==> src/rtl/core/utf8_line_wrapper_top_defines.svh <==
// ----------------------------------------------------------------------------
// UTF-8 line wrapper assertion macros
// Concurrent check wrappers; they expand to nothing in synthesis builds.
// ----------------------------------------------------------------------------
`ifndef UTF8_LINE_WRAPPER_TOP_DEFINES_SVH
`define UTF8_LINE_WRAPPER_TOP_DEFINES_SVH

`ifndef SYNTHESIS

// same-cycle implication, sampled on clk, off while arst_n is low
`define ULW_ASSERT_NOW(label, ante, cons) \
	label: assert property (@(posedge clk) disable iff (!arst_n) (ante) |-> (cons)) \
	else $error("utf8_line_wrapper: same-cycle check failed");

// next-cycle implication
`define ULW_ASSERT_NEXT(label, ante, cons) \
	label: assert property (@(posedge clk) disable iff (!arst_n) (ante) |=> (cons)) \
	else $error("utf8_line_wrapper: next-cycle check failed");

`else

`define ULW_ASSERT_NOW(label, ante, cons)
`define ULW_ASSERT_NEXT(label, ante, cons)

`endif

`endif

==> src/rtl/core/ulw_pkg.sv <==
// ----------------------------------------------------------------------------
// ulw_pkg
// Shared types and constants of the UTF-8 line wrapper.
// ----------------------------------------------------------------------------
`timescale 1ns / 1ps
`default_nettype none

package ulw_pkg;

	// register indexes of the configuration port
	typedef enum logic [1:0] {
		REG_CHARS_PER_LINE = 2'd0,
		REG_LINE_LIMIT     = 2'd1
	} reg_idx_t;

	localparam logic [7:0] CHARS_PER_LINE_RST = 8'd22;
	localparam logic [7:0] LINE_LIMIT_RST     = 8'd0;

	// lead byte classes
	localparam logic [7:0] MASK_1B  = 8'h80;
	localparam logic [7:0] MASK_2B  = 8'hE0;
	localparam logic [7:0] LEAD_2B  = 8'hC0;
	localparam logic [7:0] MASK_3B  = 8'hF0;
	localparam logic [7:0] LEAD_3B  = 8'hE0;
	localparam logic [7:0] MASK_4B  = 8'hF8;
	localparam logic [7:0] LEAD_4B  = 8'hF0;
	localparam logic [7:0] NEWLINE  = 8'h0A;

	// input item
	typedef struct packed {
		logic [7:0] text_byte;
		logic       final_byte;
	} in_item_t;

	// result item
	typedef struct packed {
		logic [7:0] out_byte;
		logic       has_byte;
		logic       line_end;
		logic       text_done;
		logic       run_last;
	} out_item_t;

	// configuration write request
	typedef struct packed {
		logic [1:0] index;
		logic [7:0] data;
	} cfg_req_t;

	// configuration register file contents
	typedef struct packed {
		logic [7:0] chars_per_line;
		logic [7:0] line_limit;
	} cfg_t;

	// one classified item as queued between front and back
	typedef struct packed {
		logic [3:0][7:0] bytes;      // bytes in text order, index 0 first
		logic [1:0]      last_idx;   // index of the last byte in use
		logic [3:0]      char_end;   // byte closes a character
		logic [3:0]      newline;    // byte is a lone newline character
		logic            final_flag; // item carried the last byte of the text
	} work_t;

	// back-end line state, for checks
	typedef struct packed {
		logic line_nonempty;
		logic limit_reached;
	} status_t;

	// character length from a lead byte; anything unexpected counts as one
	function automatic logic [2:0] lead_len(input logic [7:0] b);
		logic [2:0] len;
		if ((b & MASK_1B) == 8'h00)         len = 3'd1;
		else if ((b & MASK_2B) == LEAD_2B) len = 3'd2;
		else if ((b & MASK_3B) == LEAD_3B) len = 3'd3;
		else if ((b & MASK_4B) == LEAD_4B) len = 3'd4;
		else                               len = 3'd1;
		return len;
	endfunction

endpackage

`default_nettype wire

==> src/rtl/core/ulw_queue.sv <==
// ----------------------------------------------------------------------------
// ulw_queue
// Small FIFO of classified items between the front and the back end.
// ----------------------------------------------------------------------------
`timescale 1ns / 1ps
`default_nettype none

module ulw_queue #(
	parameter int DEPTH = 4
) (
	input  logic            clk,
	input  logic            arst_n,
	input  logic            push_valid,
	input  ulw_pkg::work_t  push_data,
	output logic            push_ready,
	input  logic            pop,
	output logic            head_valid,
	output ulw_pkg::work_t  head_data
);
	localparam int PTR_W = $clog2(DEPTH);
	localparam int CNT_W = $clog2(DEPTH + 1);

	ulw_pkg::work_t mem_q [DEPTH];
	logic [PTR_W-1:0] wr_ptr_q;
	logic [PTR_W-1:0] rd_ptr_q;
	logic [CNT_W-1:0] count_q;
	logic             do_push;
	logic             do_pop;

	assign push_ready = (count_q != CNT_W'(DEPTH));
	assign head_valid = (count_q != '0);
	assign head_data  = mem_q[rd_ptr_q];
	assign do_push    = push_valid && push_ready;
	assign do_pop     = pop && head_valid;

	// storage
	always_ff @(posedge clk) begin
		if (do_push) begin
			mem_q[wr_ptr_q] <= push_data;
		end
	end

	// pointers and fill count
	always_ff @(posedge clk or negedge arst_n) begin
		if (!arst_n) begin
			wr_ptr_q <= '0;
			rd_ptr_q <= '0;
			count_q  <= '0;
		end else begin
			if (do_push) begin
				wr_ptr_q <= (wr_ptr_q == PTR_W'(DEPTH - 1)) ? '0 : wr_ptr_q + 1'b1;
			end
			if (do_pop) begin
				rd_ptr_q <= (rd_ptr_q == PTR_W'(DEPTH - 1)) ? '0 : rd_ptr_q + 1'b1;
			end
			if (do_push && !do_pop) begin
				count_q <= count_q + 1'b1;
			end else if (do_pop && !do_push) begin
				count_q <= count_q - 1'b1;
			end
		end
	end

endmodule

`default_nettype wire

==> config.mk <==
export PLATFORM = sky130hd
export DESIGN_NAME = ulw_queue
export DESIGN_NICKNAME = d
export VERILOG_FILES = /design/src/rtl/core/utf8_line_wrapper_top_defines.svh /design/src/rtl/core/ulw_pkg.sv /design/src/rtl/core/ulw_queue.sv
export SDC_FILE = /design/constraint.sdc
export NUM_CORES = 1
export LEC_CHECK = 0
export ABC_CLOCK_PERIOD_IN_PS = 2600
export BUFFER_PORTS_ARGS = -buffer_cell sky130_fd_sc_hd__buf_4
export CAP_MARGIN = 15
export CORE_MARGIN = 3
export CORE_UTILIZATION = 30
export DETAILED_ROUTE_END_ITERATION = 8
export GPL_ROUTABILITY_DRIVEN = 0
export HOLD_SLACK_MARGIN = 0.15
export PLACE_DENSITY = 0.46
export SLEW_MARGIN = 20
export SYNTH_ARGS = -nofsm -noshare
export SYNTH_HDL_FRONTEND = slang
export SYNTH_SLANG_ARGS = --single-unit
==> constraint.sdc <==
create_clock -name clk -period 2.6 [get_ports clk]
set_input_delay 0.39 -clock clk [delete_from_list [all_inputs] [get_ports clk]]
set_output_delay 0.39 -clock clk [all_outputs]
set_load 0.03 [all_outputs]
==> metrics.md <==
| Metric | Value |
|---|---|
| Hold Path Depth | `1` |
| Max cap viols | `0` |
| Comb power frac | `between 30% and 40%` |
| DR DRC count | `0` |
| Min cycle time layout | `2.46 ns` |
| HP Start | `push_data[9]` |
| Synthesized area per cell | `25.4 sq um` |
| Main area contributors after synthesis | `edfxtp_1, mux4_2, dfrtp_1, ha_1, mux2_2` |
| Post-synth top area share | `77.9%` |
| Setup violators final | `0` |
| Crit path DAT | `~2.1 ns` |
| RSZ-0062 raised after global routing | `false` |
| Diodes inserted | `0` |
| Area leader, netlist | `edfxtp_1` |
| Clock Tree Root | `clkbuf_16` |
| Post-synth EDFFs | `172` |
| Crit path largest cell delay | `0.66 ns` |
| First-pass GRT wire length | `20,000 um` |
| P_leak | `3.00 nW` |
| CP max-delay cell | `dfrtp_4` |
| Critical Path Source Type | `flip-flop` |
| Worst Path Max Fanout | `18` |
| Post-Route WL | `13,100 um` |
| GRT Total Usage | `a little under an eighth` |
| Yosys cell types | `20` |
| Number of CTS-inserted buffers | `17` |
| Vias in the first global route | `roughly 3,400` |
| Reg-to-Reg Start | `count_q[0]$_DFFE_PN0P_` |
| Syn Inst Count | `261` |
| CP Class | `flip-flop to output pin` |
| Adder-Cell Fraction of Synth Area | `1.43%` |
| Worst Reg-to-Reg Cells | `8` |
| Worst VDD drop | `0.640 mV` |
| Post-synthesis simple-gate area fraction | `1.09%` |
| Post-route setup TNS | `0 ns` |
| Pin count of the biggest net entering global routing | `29` |
| Slew headroom | `57.8%` |
| Die width | `155 um` |
| PD cells | `1190 nW/um^2` |
| DR vias | `between 3,000 and 4,000` |
| Switching Share | `34.0%` |
| Worst Max-Slew Pin Slew | `about 0.63 ns` |
| Worst Path Required | `between 2 and 2.5 ns` |
| Placement Setup Slack | `0.378 ns` |
| Share of layout cells above drive strength 1 | `around 45%` |
| Flop-to-flop setup slack | `approximately 0.38 ns` |
| Main combinational cell family by area after synthesis | `multiplexers` |
| Rows | `53` |
| Core area | `21,400 sq um` |
| H-tree levels | `4` |
| Compound-gate portion of the synthesized area | `0%` |
| Count leader, synth | `edfxtp_1` |
| Area grow syn2layout | `31.2%` |
| CTS tree | `done` |
| Synth warn | `0` |
| Post-DP HPWL | `between 7000 and 8000 um` |
| Via density | `4.47` |
| Syn nets | `315` |
| Post-synthesis mux area share | `between 15 and 20%` |
| Drt first pass iters | `4` |
| Die ar. | `23,900 sq um` |
| Flop pwr share | `39.6%` |
| Netlist Area Pre-Place | `around 6600 sq um` |
| Sequential share of the synthesized area | `80.5%` |
| Int Pwr | `6.83 mW` |
| Hold Vio Cnt, Final | `0` |
| Status | `complete, no violations` |
| Final clock skew | `roughly 0.0087 ns` |
| Clock sink total | `~180` |
| Layout Nets | `460` |
| Maximum clock path buffer count | `2` |
| Clock power frac | `between 20% and 30%` |
| Worst-path clk slew | `about 0.070 ns` |
| ANT nets after route | `0` |
| Worst min-delay path class | `input port to flip-flop` |
| Overall power | `between 10 and 15 mW` |
| Post-synthesis xor/xnor area fraction | `0.396%` |
| DP Cell Count | `625` |
| IO Port Bufs | `91` |
| Dominant synthesized flop cell | `edfxtp_1` |
| Finished Layout Cells | `694` |
| Die height | `155 um` |
| Max Transition Viols Final | `0` |
| Later-pin clock latency in the skew report | `0.42 ns` |
| Tcrit/Tclk final | `a little over nine tenths` |
| Drt initial violations | `229` |
| Worst path cell trace | `buf_12, mux4_2, buf_4` |
| DR WL/cell | `18.8 um` |
| Number of synthesized register bits | `179` |
| Element type at the critical path end | `output pin` |
| Fmax | `0.406 GHz` |
| Total global routing overflow | `0` |
| Sw Pwr | `between 3 and 4 mW` |
| Setup crit start | `rd_ptr_q[0]$_DFFE_PN0P_` |
| Initial core utilization | `between 30% and 40%` |
| Initial antenna violation count | `0` |
| Setup slack after layout | `0.137 ns` |
| I/O pin total | `92` |
| Post-synth ARST share | `under 10%` |
| Top post-synthesis cells by count | `edfxtp_1, mux4_2, dfrtp_1` |
placed cells by master (no fill, tap or decap), types with 4 or more instances in the layout:
cell type | Yosys | layout
mux4_2 | 43 | 43
buf_4 | 4 | 92
ha_1 | 6 | 6
inv_6 | 0 | 6
buf_12 | 0 | 7
dlygate4sd3_1 | 0 | 37
edfxtp_1 | 172 | 172
and3_2 | 4 | 4
dfrtp_1 | 7 | 5
clkbuf_16 | 0 | 17
sequential cells by signal (all words and copies together), names as in the netlist:
name and count:
count_q 3, wr_ptr_q 2, mem_q 172, rd_ptr_q 2
per-stage QoR:
step	cell area, sq um	hold WS [ns]	util [%]
after global placement	7760	0.209	36.3
after detailed placement	7760	0.214	36.3
after global routing	8700	0.150	40.8
after CTS	8610	0.150	40.3
after floorplan	6630	0.0944	-
final	8700	0.178	40.8
what timing repair did:
action | 4_1_cts | 5_1_grt
endpoints found under the hold margin | 108 | 33
buffers inserted | 0 | 0
gates resized for setup | 0 | 0
hold buffers | 28 | 9
cell families (layout without fill, tap and decap cells):
group / after synthesis / count (layout)
XOR/XNOR: 3 / 3
flip-flops: 179 / 179
AND/OR/NAND/NOR: 11 / 11
buffers and inverters: 13 / 171
adder cells (fa/ha/maj): 7 / 7
multiplexers: 48 / 48
power groups by stage:
stage,combinational [mW],sequential (mW),clock [mW]
after floorplan,2.54,3.98,0
after global placement,3.82,4.15,0
after detailed placement,3.83,4.18,0
after CTS,3.88,4.12,2.55
after global routing,4.03,4.17,2.70
final,3.78,4.10,2.47
final timing paths:
path,to
max,head_data[15]
min,mem_q[2][9]$_DFFE_PP_
max reg2reg,count_q[2]$_DFFE_PN0P_
min reg2reg,count_q[2]$_DFFE_PN0P_
max in group asynchronous,rd_ptr_q[1]$_DFFE_PN0P_
min in group asynchronous,count_q[1]$_DFFE_PN0P_
layout make-up:
class,count,area [sq um]
tap,275,344
multi-input combinational,69,1230
fill,1924,12600
inverter,3,11.3
sequential,179,5350
timing repair buffer,136,1200
clock inverter,14,146
clock buffer,18,429
worst max-delay path: cells and delay by family (launching register included):
kind	cells	cell delay [ns]
flip-flops	1	0.66
multiplexers	1	0.55
buffers and inverters	2	0.44
metal layers:
layer	track usage (%)	wire (um)	share of wire, %
met1	14.8	5710	44
met2	18.6	6600	50
met3	3.44	595	4.6
met4	4.29	171	1.3
met5	0	0	0
(Power assumes the default switching activity.)
