==> src/rtl/core/utf8_line_wrapper_top_defines.svh <==
// ----------------------------------------------------------------------------
// UTF-8 line wrapper assertion macros
// Concurrent check wrappers; they expand to nothing in synthesis builds.
// ----------------------------------------------------------------------------
`ifndef UTF8_LINE_WRAPPER_TOP_DEFINES_SVH
`define UTF8_LINE_WRAPPER_TOP_DEFINES_SVH

`ifndef SYNTHESIS

// same-cycle implication, sampled on clk, off while arst_n is low
`define ULW_ASSERT_NOW(label, ante, cons) \
	label: assert property (@(posedge clk) disable iff (!arst_n) (ante) |-> (cons)) \
	else $error("utf8_line_wrapper: same-cycle check failed");

// next-cycle implication
`define ULW_ASSERT_NEXT(label, ante, cons) \
	label: assert property (@(posedge clk) disable iff (!arst_n) (ante) |=> (cons)) \
	else $error("utf8_line_wrapper: next-cycle check failed");

`else

`define ULW_ASSERT_NOW(label, ante, cons)
`define ULW_ASSERT_NEXT(label, ante, cons)

`endif

`endif

==> src/rtl/core/ulw_pkg.sv <==
// ----------------------------------------------------------------------------
// ulw_pkg
// Shared types and constants of the UTF-8 line wrapper.
// ----------------------------------------------------------------------------
`timescale 1ns / 1ps
`default_nettype none

package ulw_pkg;

	// register indexes of the configuration port
	typedef enum logic [1:0] {
		REG_CHARS_PER_LINE = 2'd0,
		REG_LINE_LIMIT     = 2'd1
	} reg_idx_t;

	localparam logic [7:0] CHARS_PER_LINE_RST = 8'd22;
	localparam logic [7:0] LINE_LIMIT_RST     = 8'd0;

	// lead byte classes
	localparam logic [7:0] MASK_1B  = 8'h80;
	localparam logic [7:0] MASK_2B  = 8'hE0;
	localparam logic [7:0] LEAD_2B  = 8'hC0;
	localparam logic [7:0] MASK_3B  = 8'hF0;
	localparam logic [7:0] LEAD_3B  = 8'hE0;
	localparam logic [7:0] MASK_4B  = 8'hF8;
	localparam logic [7:0] LEAD_4B  = 8'hF0;
	localparam logic [7:0] NEWLINE  = 8'h0A;

	// input item
	typedef struct packed {
		logic [7:0] text_byte;
		logic       final_byte;
	} in_item_t;

	// result item
	typedef struct packed {
		logic [7:0] out_byte;
		logic       has_byte;
		logic       line_end;
		logic       text_done;
		logic       run_last;
	} out_item_t;

	// configuration write request
	typedef struct packed {
		logic [1:0] index;
		logic [7:0] data;
	} cfg_req_t;

	// configuration register file contents
	typedef struct packed {
		logic [7:0] chars_per_line;
		logic [7:0] line_limit;
	} cfg_t;

	// one classified item as queued between front and back
	typedef struct packed {
		logic [3:0][7:0] bytes;      // bytes in text order, index 0 first
		logic [1:0]      last_idx;   // index of the last byte in use
		logic [3:0]      char_end;   // byte closes a character
		logic [3:0]      newline;    // byte is a lone newline character
		logic            final_flag; // item carried the last byte of the text
	} work_t;

	// back-end line state, for checks
	typedef struct packed {
		logic line_nonempty;
		logic limit_reached;
	} status_t;

	// character length from a lead byte; anything unexpected counts as one
	function automatic logic [2:0] lead_len(input logic [7:0] b);
		logic [2:0] len;
		if ((b & MASK_1B) == 8'h00)         len = 3'd1;
		else if ((b & MASK_2B) == LEAD_2B) len = 3'd2;
		else if ((b & MASK_3B) == LEAD_3B) len = 3'd3;
		else if ((b & MASK_4B) == LEAD_4B) len = 3'd4;
		else                               len = 3'd1;
		return len;
	endfunction

endpackage

`default_nettype wire

==> src/rtl/core/ulw_stream_if.sv <==
// ----------------------------------------------------------------------------
// ulw_stream_if
// Valid/ready channel carrying one payload struct per request.
// ----------------------------------------------------------------------------
`timescale 1ns / 1ps
`default_nettype none

interface ulw_stream_if #(
	parameter type T = logic
) ();
	logic valid;
	logic ready;
	T     payload;

	modport source (output valid, output payload, input ready);
	modport sink   (input valid, input payload, output ready);
endinterface

`default_nettype wire

==> src/rtl/core/ulw_back.sv <==
// ----------------------------------------------------------------------------
// ulw_back
// Steps through queued items byte by byte, counts characters and lines, and
// drives the result register.
// ----------------------------------------------------------------------------
`timescale 1ns / 1ps
`default_nettype none

module ulw_back (
	input  logic               clk,
	input  logic               arst_n,
	input  ulw_pkg::cfg_t      cfg,
	input  logic               head_valid,
	input  ulw_pkg::work_t     head_data,
	output logic               pop,
	ulw_stream_if.source       result_out,
	output ulw_pkg::status_t   status
);
	logic [1:0] idx_q;
	logic       done_phase_q;
	logic [7:0] chars_q;
	logic [7:0] lines_q;
	logic       nonempty_q;
	logic       limit_q;
	logic       out_valid_q;
	ulw_pkg::out_item_t out_q;

	logic [7:0] chars_d;
	logic [7:0] lines_d;
	logic       nonempty_d;
	logic       limit_d;
	logic       res_valid;
	ulw_pkg::out_item_t res;
	logic       advance;
	logic       is_last;
	logic [7:0] lim;
	logic       line_full;
	logic [7:0] lines_inc;
	logic [7:0] cur_byte;
	logic       cur_nl;
	logic       cur_end;

	assign result_out.valid   = out_valid_q;
	assign result_out.payload = out_q;
	assign status.line_nonempty = nonempty_q;
	assign status.limit_reached = limit_q;

	// one step per cycle while the result register is free or draining
	assign advance = head_valid && (!out_valid_q || result_out.ready);
	assign is_last = (idx_q == head_data.last_idx);
	assign pop     = advance && (done_phase_q || (is_last && !head_data.final_flag));

	assign cur_byte  = head_data.bytes[idx_q];
	assign cur_nl    = head_data.newline[idx_q];
	assign cur_end   = head_data.char_end[idx_q];
	assign lim       = (cfg.chars_per_line == 8'd0) ? 8'd1 : cfg.chars_per_line;
	assign line_full = ({1'b0, chars_q} + 9'd1) >= {1'b0, lim};
	assign lines_inc = (lines_q == 8'hFF) ? lines_q : lines_q + 8'd1;

	// result and next line state for the current step
	always_comb begin
		logic close;
		close      = 1'b0;
		res        = '0;
		res_valid  = 1'b0;
		chars_d    = chars_q;
		lines_d    = lines_q;
		nonempty_d = nonempty_q;
		limit_d    = limit_q;
		if (done_phase_q) begin
			// end-of-text marker, closes a non-empty tail, then text state clears
			res_valid     = 1'b1;
			res.line_end  = !limit_q && nonempty_q;
			res.text_done = 1'b1;
			res.run_last  = 1'b1;
			chars_d    = 8'd0;
			lines_d    = 8'd0;
			nonempty_d = 1'b0;
			limit_d    = 1'b0;
		end else if (!limit_q) begin
			close         = cur_nl || (cur_end && line_full);
			res_valid     = 1'b1;
			res.has_byte  = !cur_nl;
			res.out_byte  = cur_nl ? 8'd0 : cur_byte;
			res.line_end  = close;
			res.run_last  = !head_data.final_flag && is_last;
			if (close) begin
				chars_d    = 8'd0;
				nonempty_d = 1'b0;
				lines_d    = lines_inc;
				limit_d    = (cfg.line_limit != 8'd0) && (lines_inc >= cfg.line_limit);
			end else if (cur_end) begin
				chars_d    = chars_q + 8'd1;
				nonempty_d = 1'b1;
			end
		end
	end

	// result payload
	always_ff @(posedge clk) begin
		if (advance && res_valid) begin
			out_q <= res;
		end
	end

	// step sequencer, line state and result valid
	always_ff @(posedge clk or negedge arst_n) begin
		if (!arst_n) begin
			idx_q        <= 2'd0;
			done_phase_q <= 1'b0;
			chars_q      <= 8'd0;
			lines_q      <= 8'd0;
			nonempty_q   <= 1'b0;
			limit_q      <= 1'b0;
			out_valid_q  <= 1'b0;
		end else begin
			if (advance) begin
				chars_q    <= chars_d;
				lines_q    <= lines_d;
				nonempty_q <= nonempty_d;
				limit_q    <= limit_d;
				if (done_phase_q) begin
					done_phase_q <= 1'b0;
					idx_q        <= 2'd0;
				end else if (is_last) begin
					idx_q        <= 2'd0;
					done_phase_q <= head_data.final_flag;
				end else begin
					idx_q <= idx_q + 2'd1;
				end
			end
			if (advance && res_valid) begin
				out_valid_q <= 1'b1;
			end else if (result_out.ready) begin
				out_valid_q <= 1'b0;
			end
		end
	end

endmodule

`default_nettype wire
==> src/flat_wrapper.sv <==
// flat-port wrapper written by rule: the top's interface ports become plain ports
module ulw_back_flat 
  (clk, arst_n, cfg, head_valid, head_data, pop, status, result_out_valid, result_out_payload, result_out_ready);
  ulw_stream_if result_out_i ();
  input  logic clk;
  input  logic arst_n;
  input  ulw_pkg::cfg_t cfg;
  input  logic head_valid;
  input  ulw_pkg::work_t head_data;
  output logic pop;
  output ulw_pkg::status_t status;
  output wire logic [$bits(result_out_i.valid)-1:0] result_out_valid;
  output wire logic [$bits(result_out_i.payload)-1:0] result_out_payload;
  input wire logic [$bits(result_out_i.ready)-1:0] result_out_ready;
  assign result_out_valid = result_out_i.valid;
  assign result_out_payload = result_out_i.payload;
  assign result_out_i.ready = result_out_ready;
  ulw_back u_core (.clk(clk), .arst_n(arst_n), .cfg(cfg), .head_valid(head_valid), .head_data(head_data), .pop(pop), .result_out(result_out_i), .status(status));
endmodule
==> config.mk <==
export PLATFORM = sky130hd
export DESIGN_NAME = ulw_back_flat
export DESIGN_NICKNAME = d
export VERILOG_FILES = /design/src/rtl/core/utf8_line_wrapper_top_defines.svh /design/src/rtl/core/ulw_pkg.sv /design/src/rtl/core/ulw_stream_if.sv /design/src/rtl/core/ulw_back.sv /design/src/flat_wrapper.sv
export SDC_FILE = /design/constraint.sdc
export NUM_CORES = 1
export LEC_CHECK = 0
export BUFFER_PORTS_ARGS = -buffer_cell sky130_fd_sc_hd__buf_2
export CAP_MARGIN = 25
export CORE_ASPECT_RATIO = 2
export CORE_MARGIN = 2
export CORE_UTILIZATION = 53
export CTS_BUF_LIST = sky130_fd_sc_hd__clkbuf_4
export DETAILED_ROUTE_END_ITERATION = 12
export HOLD_SLACK_MARGIN = 0.05
export PLACE_DENSITY_LB_ADDON = 0.3
export SYNTH_ARGS = -nofsm -noshare
export SYNTH_HDL_FRONTEND = slang
export SYNTH_SLANG_ARGS = --single-unit
export TNS_END_PERCENT = 5
==> constraint.sdc <==
create_clock -name clk -period 8.85 [get_ports clk]
set_clock_uncertainty 0.2 [all_clocks]
set_input_delay 0.4425 -clock clk [delete_from_list [all_inputs] [get_ports clk]]
set_output_delay 0.4425 -clock clk [all_outputs]
set_load 0.02 [all_outputs]
==> impl_metrics.env, run 1 <==
export IMPL_status="completed"
export IMPL_seq_power_share_pct=40.2
export IMPL_num_vias=1610
export IMPL_max_cap_violations=0
export IMPL_post_synth_top_area_cell="sky130_fd_sc_hd__dfrtp_1"
export IMPL_timing_setup_tns_ps=0
export IMPL_total_power_w=0.0004226
export IMPL_buffers_plus_inverters_on_the_worst_setup_path=1
export IMPL_hold_fails_final_rpt=0
export IMPL_cts_inserted_buffers=3
export IMPL_number_of_flops_mapped_to_enable_cells_by_yosys=1
export IMPL_worstPathMaxFanout=11
export IMPL_worst_path_largest_cell_delay_ps=530
export IMPL_comb_power_share_pct=48.3
export IMPL_timing_worst_setup_path_type="flip-flop to flip-flop"
export IMPL_worst_ir_drop_vdd_uv=139.2
export IMPL_cellInternalPower_w=0.0002431
export IMPL_rsz0062_at_grt="false"
export IMPL_antenna_violating_nets_left=0
export IMPL_grt_max_degree=23
export IMPL_placed_cell_area_sq_um=2024
export IMPL_p_sw_share_pct=42.46
export IMPL_dr_first_iter_drc_count=22
export IMPL_synth_seq_cells=23
export IMPL_clock_path_buffers=2
export IMPL_postSynthCellCount=208
export IMPL_layout_cells_non_filler=271
export IMPL_place_port_buffers=35
export IMPL_design_final_nets=321
export IMPL_antennaDiodeCount=0
export IMPL_clock_tree_root_cell="sky130_fd_sc_hd__clkbuf_4"
export IMPL_fraction_of_the_core_area_covered_by_cells_at_the_end_of_the_flow_pct=61.04
export IMPL_die_h_um=88.02
export IMPL_report_final_slew_viol_count=0
export IMPL_synth_cell_area_sq_um=1871
export IMPL_detail_route_drc_violations=0
export IMPL_post_synth_and_or_nand_nor_area_fraction_pct=20.47
export IMPL_gr_usage_all_layers_pct=21.76
export IMPL_finalWirelength_mm=3.888
export IMPL_synth_top_cells_by_count="22 x sky130_fd_sc_hd__dfrtp_1, 21 x sky130_fd_sc_hd__inv_1, 20 x sky130_fd_sc_hd__nand2_1, 18 x sky130_fd_sc_hd__ha_1, 12 x sky130_fd_sc_hd__nand3_1"
export IMPL_static_leakage_nw=1.091
export IMPL_crit_chain="ha_1, nand3_1, inv_1, nand3_1, xnor2_1, ha_1, and3_1, a221oi_1, o21ai_2, nor4_4, or2b_1, mux2i_1"
export IMPL_clock_power_share_pct=11.5
export IMPL_clock_pin_transition_on_the_worst_setup_and_hold_timing_paths_ps=130
export IMPL_worstSetupStartpointType="flip-flop"
export IMPL_design_die_area_sq_um=4049
export IMPL_finalWeightedCongestion=0.7927
export IMPL_wl_per_cell_um=14.35
export IMPL_area_fraction_in_compound_gates_after_synthesis_pct=19.60
export IMPL_cp_end_kind="flip-flop"
export IMPL_postSynth_topFlopCell="sky130_fd_sc_hd__dfrtp_1"
export IMPL_design_area_final_sq_um=2062
export IMPL_min_delay_path_class="input pin to flip-flop"
export IMPL_detailedPlacementHpwl_mm=3.170
export IMPL_synth_top_family_by_area="simple AND/OR/NAND/NOR gates"
export IMPL_antenna_found_initial=0
export IMPL_synthMostInstantiatedCell="sky130_fd_sc_hd__dfrtp_1"
export IMPL_yosys_area_share_xor_xnor_pct=4.214
export IMPL_netlist_area_leader_share_pct=29.43
export IMPL_drive_above_1_share_pct=20.92
export IMPL_via_count_of_the_first_global_routing_pass=1575
export IMPL_ys_async_sr_fraction_pct=95.65
export IMPL_fillCellCount=328
export IMPL_die_width_um=46.01
export IMPL_synth_net_count=289
export IMPL_ys_top_cells_by_area="sky130_fd_sc_hd__dfrtp_1 29%, sky130_fd_sc_hd__ha_1 12%, sky130_fd_sc_hd__inv_1 4.2%, sky130_fd_sc_hd__nand2_1 4.0%, sky130_fd_sc_hd__nand3_1 3.2%"
export IMPL_critical_path_top_delay_family="simple AND/OR/NAND/NOR gates"
export IMPL_per_cell_via_count_in_the_routed_design=5.941
export IMPL_synth_area_per_cell_sq_um=8.993
export IMPL_place_detailed_instances=266
export IMPL_fmax_ghz=0.2929
export IMPL_global_route_wire_length_before_repair_mm=6.706
export IMPL_cp_arrival_ps=3450
export IMPL_critical_path_slowest_cell="sky130_fd_sc_hd__nor4_4"
export IMPL_regArea_sq_um=580.6
export IMPL_p_switching_w=0.0001794
export IMPL_synth_warning_count=0
export IMPL_power_per_cell_area_nw_per_um2=204.9
export IMPL_design_core_area_sq_um=3378
export IMPL_synth_adder_area_share_pct=12.04
export IMPL_cts_resizes=0
export IMPL_layout_area_overhead_vs_synth_pct=10.23
export IMPL_multi_input_comb_area_sq_um=1150
export IMPL_clkLatencyLatePin_ps=320
export IMPL_sequential_cell_area_fraction_in_the_yosys_report_pct=31.04
export IMPL_pre_repair_dr_iteration_count=4
export IMPL_core_rowCount=30
export IMPL_initial_core_util_pct=55.37
export IMPL_h_tree_depth=1
export IMPL_relSlewSlack_pct=61.52
export IMPL_tritoncts="yes"
export IMPL_io_pins=68
export IMPL_synth_area_mux_share_pct=5.151
export IMPL_worstMarginPinSlew_ps=572.8
export IMPL_yosysUniqueCellTypes=47
export IMPL_clock_sinks=23
export IMPL_fin_crit_sh_pct=38.57
export IMPL_timing_final_setup_violations=0
export IMPL_grt_ovfl_total=0
export IMPL_worstPathRequired_ps=8890
export IMPL_layout_min_cycle_time_ps=3414
## worst reg2reg max path, cell delays in order (launching register included)
cell and delay (ps):
sky130_fd_sc_hd__dfrtp_1 450, sky130_fd_sc_hd__ha_1 220, sky130_fd_sc_hd__nand3_1 160, sky130_fd_sc_hd__inv_1 90, sky130_fd_sc_hd__nand3_1 130, sky130_fd_sc_hd__xnor2_1 160, sky130_fd_sc_hd__ha_1 310, sky130_fd_sc_hd__and3_1 200
sky130_fd_sc_hd__a221oi_1 310, sky130_fd_sc_hd__o21ai_2 180, sky130_fd_sc_hd__nor4_4 540, sky130_fd_sc_hd__or2b_1 280, sky130_fd_sc_hd__mux2i_1 120
## flip-flops by register name (all words and copies together) (netlist names)
register                   cells
u_core.nonempty_q              1
u_core.limit_q                 1
u_core.done_phase_q            1
u_core.lines_q                 8
u_core.result_out.valid        1
u_core.chars_q                 8
u_core.idx_q                   2
u_core.result_out.payload      1
## layer usage
| metal | global-route usage [%] | vias up | share of wire (%) | wire length, um |
|---|---|---|---|---|
| li1 | - | 806 | - | - |
| met4 | 6.234 | 0 | 1.3 | 49 |
| met3 | 2.474 | 6 | 2.9 | 114 |
| met2 | 42.05 | 37 | 58 | 2257 |
| met1 | 22.80 | 761 | 38 | 1467 |
| met5 | 0 | - | 0 | 0 |
## per-stage QoR
stage	hold WS (ps)	worst slack [ps]
after floorplan	-53.09	6011
after global placement	235.2	5476
after detailed placement	238.2	5442
after CTS	192.8	5384
after global routing	207.8	5123
final	191.2	5436
## timing repair
action                                  in CTS  in global routing
hold endpoints to repair                    22                  0
endpoints found under the setup margin       0                  0
hold buffers                                 1                  0
setup buffers                                0                  0
## power by group through the flow
stage	sequential, W	clock, W	combinational [W]
3_5_place_dp	0.000172	0	0.000205
3_3_place_gp	0.000170	0	0.000199
4_1_cts	0.000169	0.0000496	0.000206
2_1_floorplan	0.000159	0	0.000178
5_1_grt	0.000176	0.0000552	0.000229
6_report	0.000170	0.0000487	0.000204
## cells by family after synthesis
group,Yosys count
xor+xnor,9
buf+inv,30
mux,7
compound gates,50
fa+ha+maj,18
simple gates,71
flops,23
## cell type report
| cell class | count | area share, % |
|---|---|---|
| multi-input combinational | 155 | 55.76 |
| clock buffer | 3 | 1.092 |
| sequential | 23 | 28.16 |
| clock inverter | 1 | 0.2427 |
| timing repair buffer | 36 | 8.981 |
| tap | 32 | 1.942 |
| inverter | 21 | 3.823 |
## final timing paths
| check | from | end | slack [ps] | cells past startpoint |
|---|---|---|---|---|
| worst min-delay path | head_valid | u_core.done_phase_q | 190 | 3 |
| worst max register to register | u_core.chars_q[0] | u_core.chars_q[5] | 5440 | 12 |
| worst max-delay path | u_core.chars_q[0] | u_core.chars_q[5] | 5440 | 12 |
| max in group asynchronous | arst_n | u_core.lines_q[7] | 7700 | 2 |
| min in group asynchronous | arst_n | u_core.lines_q[1] | 400 | 2 |
| worst min register to register | u_core.nonempty_q | u_core.nonempty_q | 300 | 1 |
## layout by cell type, fill, tap and decap left out, drive strengths merged, types with 4 or more instances in the layout
cell type   n
inv        21
ha         18
xnor2       6
a21o        7
a21oi       7
a22o        4
nand4       4
o31ai       4
nor2        8
nor4        5
dfrtp      22
buf        35
o21ai      12
o21a        4
nand2b      6
mux2i       4
nand2      20
nand3      12
and3        5
Note: power is estimated with default switching activity, not from simulation.
==> run 2: changes to the inputs <==
--- a/config.mk
+++ b/config.mk
@@ -9,7 +9,7 @@
 export CAP_MARGIN = 25
 export CORE_ASPECT_RATIO = 2
 export CORE_MARGIN = 2
-export CORE_UTILIZATION = 53
+export CORE_UTILIZATION = 46
 export CTS_BUF_LIST = sky130_fd_sc_hd__clkbuf_4
 export DETAILED_ROUTE_END_ITERATION = 12
 export HOLD_SLACK_MARGIN = 0.05
==> constraint.sdc (replaced) <==
create_clock -name clk -period 3.1 [get_ports clk]
set_clock_uncertainty 0.2 [all_clocks]
set_input_delay 0.155 -clock clk [delete_from_list [all_inputs] [get_ports clk]]
set_output_delay 0.155 -clock clk [all_outputs]
set_load 0.02 [all_outputs]
==> run 2 against run 1 <==
Net effect:
- maximum frequency grew 16%
- first-iteration DRC count increased by 9.1%
- combinational power rose to 3.3 times the previous value
- flip-flop and latch count unchanged
- routed wire length grew 4.0%
- highest routed layer unchanged
==> impl_metrics.env, run 2 (same netlist as run 1, synthesis figures left out) <==
export IMPL_gr_usage_all_layers_pct=19.61
export IMPL_drive_above_1_share_pct=28.74
export IMPL_detail_route_drc_violations=0
export IMPL_finalWeightedCongestion=0.8465
export IMPL_fillCellCount=379
export IMPL_min_delay_path_class="input pin to flip-flop"
export IMPL_worstPathMaxFanout=14
export IMPL_buffers_plus_inverters_on_the_worst_setup_path=2
export IMPL_clock_sinks=23
export IMPL_layout_min_cycle_time_ps=2930
export IMPL_largestRegisters="u_core.chars_q: 8 flops, u_core.lines_q: 8 flops, u_core.idx_q: 2 flops"
export IMPL_worst_ir_drop_vdd_uv=362.5
export IMPL_io_pins=68
export IMPL_clkLatencyLatePin_ps=330
export IMPL_total_power_w=0.001287
export IMPL_fmax_ghz=0.3412
export IMPL_cp_end_kind="flip-flop"
export IMPL_final_common_cell="sky130_fd_sc_hd__buf_2"
export IMPL_worst_path_largest_cell_delay_ps=420
export IMPL_timing_setup_tns_ps=0
export IMPL_hold_fails_final_rpt=0
export IMPL_clock_pin_transition_on_the_worst_setup_and_hold_timing_paths_ps=140
export IMPL_placed_cell_area_sq_um=2151
export IMPL_num_vias=1660
export IMPL_power_per_cell_area_nw_per_um2=557.4
export IMPL_crit_chain="and3_1, nand3_1, nor2_2, xor2_1, ha_1, and3_4, a221oi_2, o21ai_2, buf_4, o21bai_4, buf_12, nor2_1, o22a_1"
export IMPL_fin_crit_sh_pct=94.53
export IMPL_antenna_found_initial=0
export IMPL_per_cell_via_count_in_the_routed_design=5.321
export IMPL_dr_first_iter_drc_count=24
export IMPL_design_die_area_sq_um=4623
export IMPL_clock_tree_root_cell="sky130_fd_sc_hd__clkbuf_4"
export IMPL_cts_inserted_buffers=3
export IMPL_regArea_sq_um=580.6
export IMPL_report_final_slew_viol_count=0
export IMPL_worstPathRequired_ps=3120
export IMPL_most_common_layout_cells="35 x sky130_fd_sc_hd__buf_2, 22 x sky130_fd_sc_hd__dfrtp_1, 20 x sky130_fd_sc_hd__inv_1, 20 x sky130_fd_sc_hd__nand2_1"
export IMPL_layout_cells_non_filler=312
export IMPL_timing_final_setup_violations=0
export IMPL_detailedPlacementHpwl_mm=3.189
export IMPL_hold_ws_ps=54.22
export IMPL_antennaDiodeCount=0
export IMPL_die_h_um=94.18
export IMPL_place_detailed_instances=297
export IMPL_pre_repair_dr_iteration_count=5
export IMPL_timing_worst_setup_path_type="flip-flop to flip-flop"
export IMPL_place_port_buffers=35
export IMPL_cp_arrival_ps=2950
export IMPL_clock_path_buffers=2
export IMPL_multi_input_comb_area_sq_um=1184
export IMPL_initial_core_util_pct=48.16
export IMPL_design_final_nets=343
export IMPL_tritoncts="yes"
export IMPL_worstMarginPinSlew_ps=510.4
export IMPL_antenna_violating_nets_left=0
export IMPL_status="completed"
export IMPL_grt_max_degree=23
export IMPL_design_core_area_sq_um=3884
export IMPL_static_leakage_nw=1.194
export IMPL_relSlewSlack_pct=65.98
export IMPL_via_count_of_the_first_global_routing_pass=1690
export IMPL_global_route_wire_length_before_repair_mm=7.079
export IMPL_h_tree_depth=1
export IMPL_layout_area_overhead_vs_synth_pct=23.48
export IMPL_die_width_um=49.09
export IMPL_max_cap_violations=0
export IMPL_grt_ovfl_total=0
export IMPL_critical_path_slowest_cell="sky130_fd_sc_hd__dfrtp_1"
export IMPL_critical_path_top_delay_family="compound AO/OA/AOI/OAI gates"
export IMPL_worstSetupStartpointType="flip-flop"
export IMPL_core_rowCount=32
export IMPL_design_area_final_sq_um=2310
export IMPL_wl_per_cell_um=12.96
export IMPL_finalWirelength_mm=4.045
run 2: tightest hold or removal path, cell delays in order:
cell	delay, ps
sky130_fd_sc_hd__buf_2	80
sky130_fd_sc_hd__xor2_1	60
sky130_fd_sc_hd__nor2_1	170
sky130_fd_sc_hd__o31ai_1	100
run 2: worst paths after layout:
path	startpoint	endpoint	slack (ps)	cells after the start
max	u_core.chars_q[0]	u_core.lines_q[2]	170	13
min	head_data[9]	u_core.idx_q[1]	50	4
max reg2reg	u_core.chars_q[0]	u_core.lines_q[2]	170	13
min reg2reg	u_core.nonempty_q	u_core.nonempty_q	310	1
max in group asynchronous	arst_n	u_core.lines_q[2]	2240	2
min in group asynchronous	arst_n	u_core.idx_q[0]	100	2
run 2: timing repair:
item                                    in CTS  in global routing
gates resized for setup                      0                  9
pin swaps                                    1                  6
hold endpoints to repair                    25                  0
hold buffers                                 5                  0
buffers inserted                             0                  6
endpoints found under the setup margin       2                 15
run 2: final cells by class:
class	count	share of cell area, %
multi-input cells	155	51.25
flip-flops and latches	23	25.14
repair buffers	58	16.14
inverters	21	3.413
well taps	51	2.763
clock buffers	3	0.9751
clock inverters	1	0.3250
run 2: routing by layer:
layer / routed length [um] / track usage [%] / part of all wire, %
met5: 0 / 0 / 0
met4: 86 / 10.00 / 2.1
met3: 96 / 0.9554 / 2.4
met2: 2253 / 38.85 / 56
met1: 1609 / 19.80 / 40
run 2: where the power goes:
part | internal [W] | switching [W]
registers | 0.000377 | 0.0000986
clock network | 0.0000495 | 0.0000988
logic | 0.000331 | 0.000333
total | 0.000757 | 0.000530
run 2: metrics by stage:
stage	worst slack, ps	util [%]
floorplan	261.3	-
global placement	62.16	55.38
detailed placement	17.14	55.38
CTS	47.02	57.44
global route	-55.95	59.47
finish	169.6	59.47
==> run 3: changes to the inputs <==
--- a/config.mk
+++ b/config.mk
@@ -8,7 +8,6 @@
 export BUFFER_PORTS_ARGS = -buffer_cell sky130_fd_sc_hd__buf_2
 export CAP_MARGIN = 25
 export CORE_ASPECT_RATIO = 2
-export CORE_MARGIN = 2
 export CORE_UTILIZATION = 46
 export CTS_BUF_LIST = sky130_fd_sc_hd__clkbuf_4
 export DETAILED_ROUTE_END_ITERATION = 12
==> run 3 against run 2 <==
Net effect:
- combinational power is 3.2% higher
- worst setup slack better by 45 ps
- register-to-register slack improved by 50 ps
- hold slack improved by 31 ps
- maximum frequency increased by 1.6%
==> impl_metrics.env, run 3 (same netlist as run 1, synthesis figures left out) <==
export IMPL_design_die_area_sq_um=4341
export IMPL_pre_repair_dr_iteration_count=4
export IMPL_capturing_element_of_the_worst_setup_path="u_core.chars_q[6]"
export IMPL_total_power_w=0.001304
export IMPL_die_h_um=92.18
export IMPL_hold_path_startpoint="head_data[0]"
export IMPL_finalWeightedCongestion=0.8531
export IMPL_rr_endpoint="u_core.chars_q[6]"
export IMPL_reg2regPathDepth=12
export IMPL_grt_ovfl_total=0
export IMPL_finalWirelength_mm=4.163
export IMPL_antenna_violating_nets_left=0
export IMPL_clock_tree_root_cell="sky130_fd_sc_hd__clkbuf_4"
export IMPL_worstPathMaxFanout=5
export IMPL_relSlewSlack_pct=66.16
export IMPL_worst_path_largest_cell_delay_ps=430
export IMPL_static_leakage_nw=1.208
export IMPL_core_rowCount=32
export IMPL_timing_worst_setup_path_type="flip-flop to flip-flop"
export IMPL_most_common_layout_cells="35 x sky130_fd_sc_hd__buf_2, 22 x sky130_fd_sc_hd__dfrtp_1, 21 x sky130_fd_sc_hd__inv_1, 21 x sky130_fd_sc_hd__buf_4, 20 x sky130_fd_sc_hd__nand2_1"
export IMPL_antenna_found_initial=0
export IMPL_final_common_cell="sky130_fd_sc_hd__buf_2"
export IMPL_clock_pin_transition_on_the_worst_setup_and_hold_timing_paths_ps=140
export IMPL_cp_end_kind="flip-flop"
export IMPL_cts_inserted_buffers=3
export IMPL_h_tree_depth=1
export IMPL_design_core_area_sq_um=3884
export IMPL_setup_slack_ps=215.0
export IMPL_io_pins=68
export IMPL_crit_path_start="u_core.chars_q[0]"
export IMPL_status="completed"
export IMPL_timing_setup_tns_ps=0
export IMPL_worst_flop_to_flop_path_startpoint="u_core.chars_q[0]"
export IMPL_design_area_final_sq_um=2305
export IMPL_max_cap_violations=0
export IMPL_min_delay_path_class="input pin to flip-flop"
export IMPL_design_final_nets=345
export IMPL_initial_core_util_pct=48.16
export IMPL_antennaDiodeCount=0
export IMPL_die_width_um=47.09
export IMPL_layout_min_cycle_time_ps=2885
export IMPL_global_route_wire_length_before_repair_mm=7.272
export IMPL_cp_arrival_ps=2930
export IMPL_placed_cell_area_sq_um=2146
export IMPL_drive_above_1_share_pct=28.90
export IMPL_hold_ws_ps=84.85
export IMPL_crit_chain="and3_1, nand3_2, nor2_2, xor2_1, ha_1, and3_1, buf_4, a41o_4, nor4_4, buf_4, a21oi_1, mux2i_1"
export IMPL_critical_path_slowest_cell="sky130_fd_sc_hd__dfrtp_1"
export IMPL_worst_ir_drop_vdd_uv=396.8
export IMPL_worstSetupStartpointType="flip-flop"
export IMPL_detail_route_drc_violations=0
export IMPL_via_count_of_the_first_global_routing_pass=1760
export IMPL_place_port_buffers=35
export IMPL_hold_fails_final_rpt=0
export IMPL_report_final_slew_viol_count=0
export IMPL_dp_worst_setup_slack_ps=48.52
export IMPL_grt_max_degree=23
export IMPL_multi_input_comb_area_sq_um=1181
export IMPL_regArea_sq_um=580.6
export IMPL_timing_final_setup_violations=0
export IMPL_fillCellCount=368
export IMPL_gr_usage_all_layers_pct=22.66
export IMPL_clock_sinks=23
export IMPL_detailedPlacementHpwl_mm=3.213
export IMPL_tritoncts="yes"
export IMPL_power_per_cell_area_nw_per_um2=565.6
export IMPL_wl_per_cell_um=13.26
export IMPL_reg2reg_slack_ps=210
export IMPL_clock_path_buffers=2
export IMPL_fin_crit_sh_pct=93.07
export IMPL_clkLatencyLatePin_ps=320
export IMPL_worstPathRequired_ps=3150
export IMPL_num_vias=1691
export IMPL_largestRegisters="u_core.chars_q: 8 flops, u_core.lines_q: 8 flops, u_core.idx_q: 2 flops"
export IMPL_layout_area_overhead_vs_synth_pct=23.21
export IMPL_dr_first_iter_drc_count=35
export IMPL_per_cell_via_count_in_the_routed_design=5.385
export IMPL_fmax_ghz=0.3466
export IMPL_worstMarginPinSlew_ps=507.6
==> run 3: layout make-up <==
| type | count | share of cell area (%) |
|---|---|---|
| repair buffers | 60 | 16.18 |
| flip-flops and latches | 23 | 25.19 |
| clock buffers | 3 | 0.9772 |
| clock inverters | 1 | 0.2172 |
| inverters | 21 | 3.420 |
| multi-input cells | 155 | 51.25 |
| well taps | 51 | 2.769 |
==> run 3: power breakdown <==
part	internal (W)	total (W)	switching (W)	leakage, nW
sequential	0.000377	0.000474	0.0000976	0.303
combinational	0.000341	0.000685	0.000344	0.887
clock	0.0000483	0.000144	0.0000959	0.0177
total	0.000766	0.00130	0.000537	1.21
==> run 3: worst max-delay path, delay by kind of cell (launching register included) <==
kind / cells / cell delay (ps)
xor+xnor: 1 / 220
flops: 1 / 430
simple gates: 5 / 870
mux: 1 / 150
fa+ha+maj: 1 / 280
buf+inv: 2 / 320
compound gates: 2 / 330
==> run 3: worst min-delay path by stage <==
stage	slack, ps	endpoint	depth (start not counted)
2_1_floorplan	-340	u_core.chars_q[0]	0
3_3_place_gp	-50	u_core.lines_q[5]	1
3_5_place_dp	-40	u_core.lines_q[5]	1
4_1_cts	70	u_core.result_out.payload	3
5_1_grt	90	u_core.result_out.payload	3
6_report	80	u_core.result_out.payload	3
==> run 3: layer usage <==
metal | global-route usage [%] | share of wire [%] | up-vias
met5 | 0 | 0 | -
met4 | 12.14 | 3.3 | 0
met3 | 1.181 | 2.7 | 13
met2 | 39.24 | 54 | 48
met1 | 25.79 | 40 | 778
li1 | - | - | 852
==> run 3: timing repair <==
action | CTS | global route
gates resized for setup | 0 | 6
setup endpoints to repair | 1 | 16
buffers inserted | 1 | 7
cloned | 0 | 0
endpoints found under the hold margin | 24 | 0
hold buffers | 4 | 0
pin swaps | 0 | 4
==> run 3: per-stage QoR <==
| step | utilization [%] | std cells |
|---|---|---|
| 2_1_floorplan | - | 208 |
| 3_3_place_gp | 55.25 | 298 |
| 3_5_place_dp | 55.25 | 298 |
| 4_1_cts | 57.18 | 307 |
| 5_1_grt | 59.34 | 314 |
| 6_report | 59.34 | 314 |
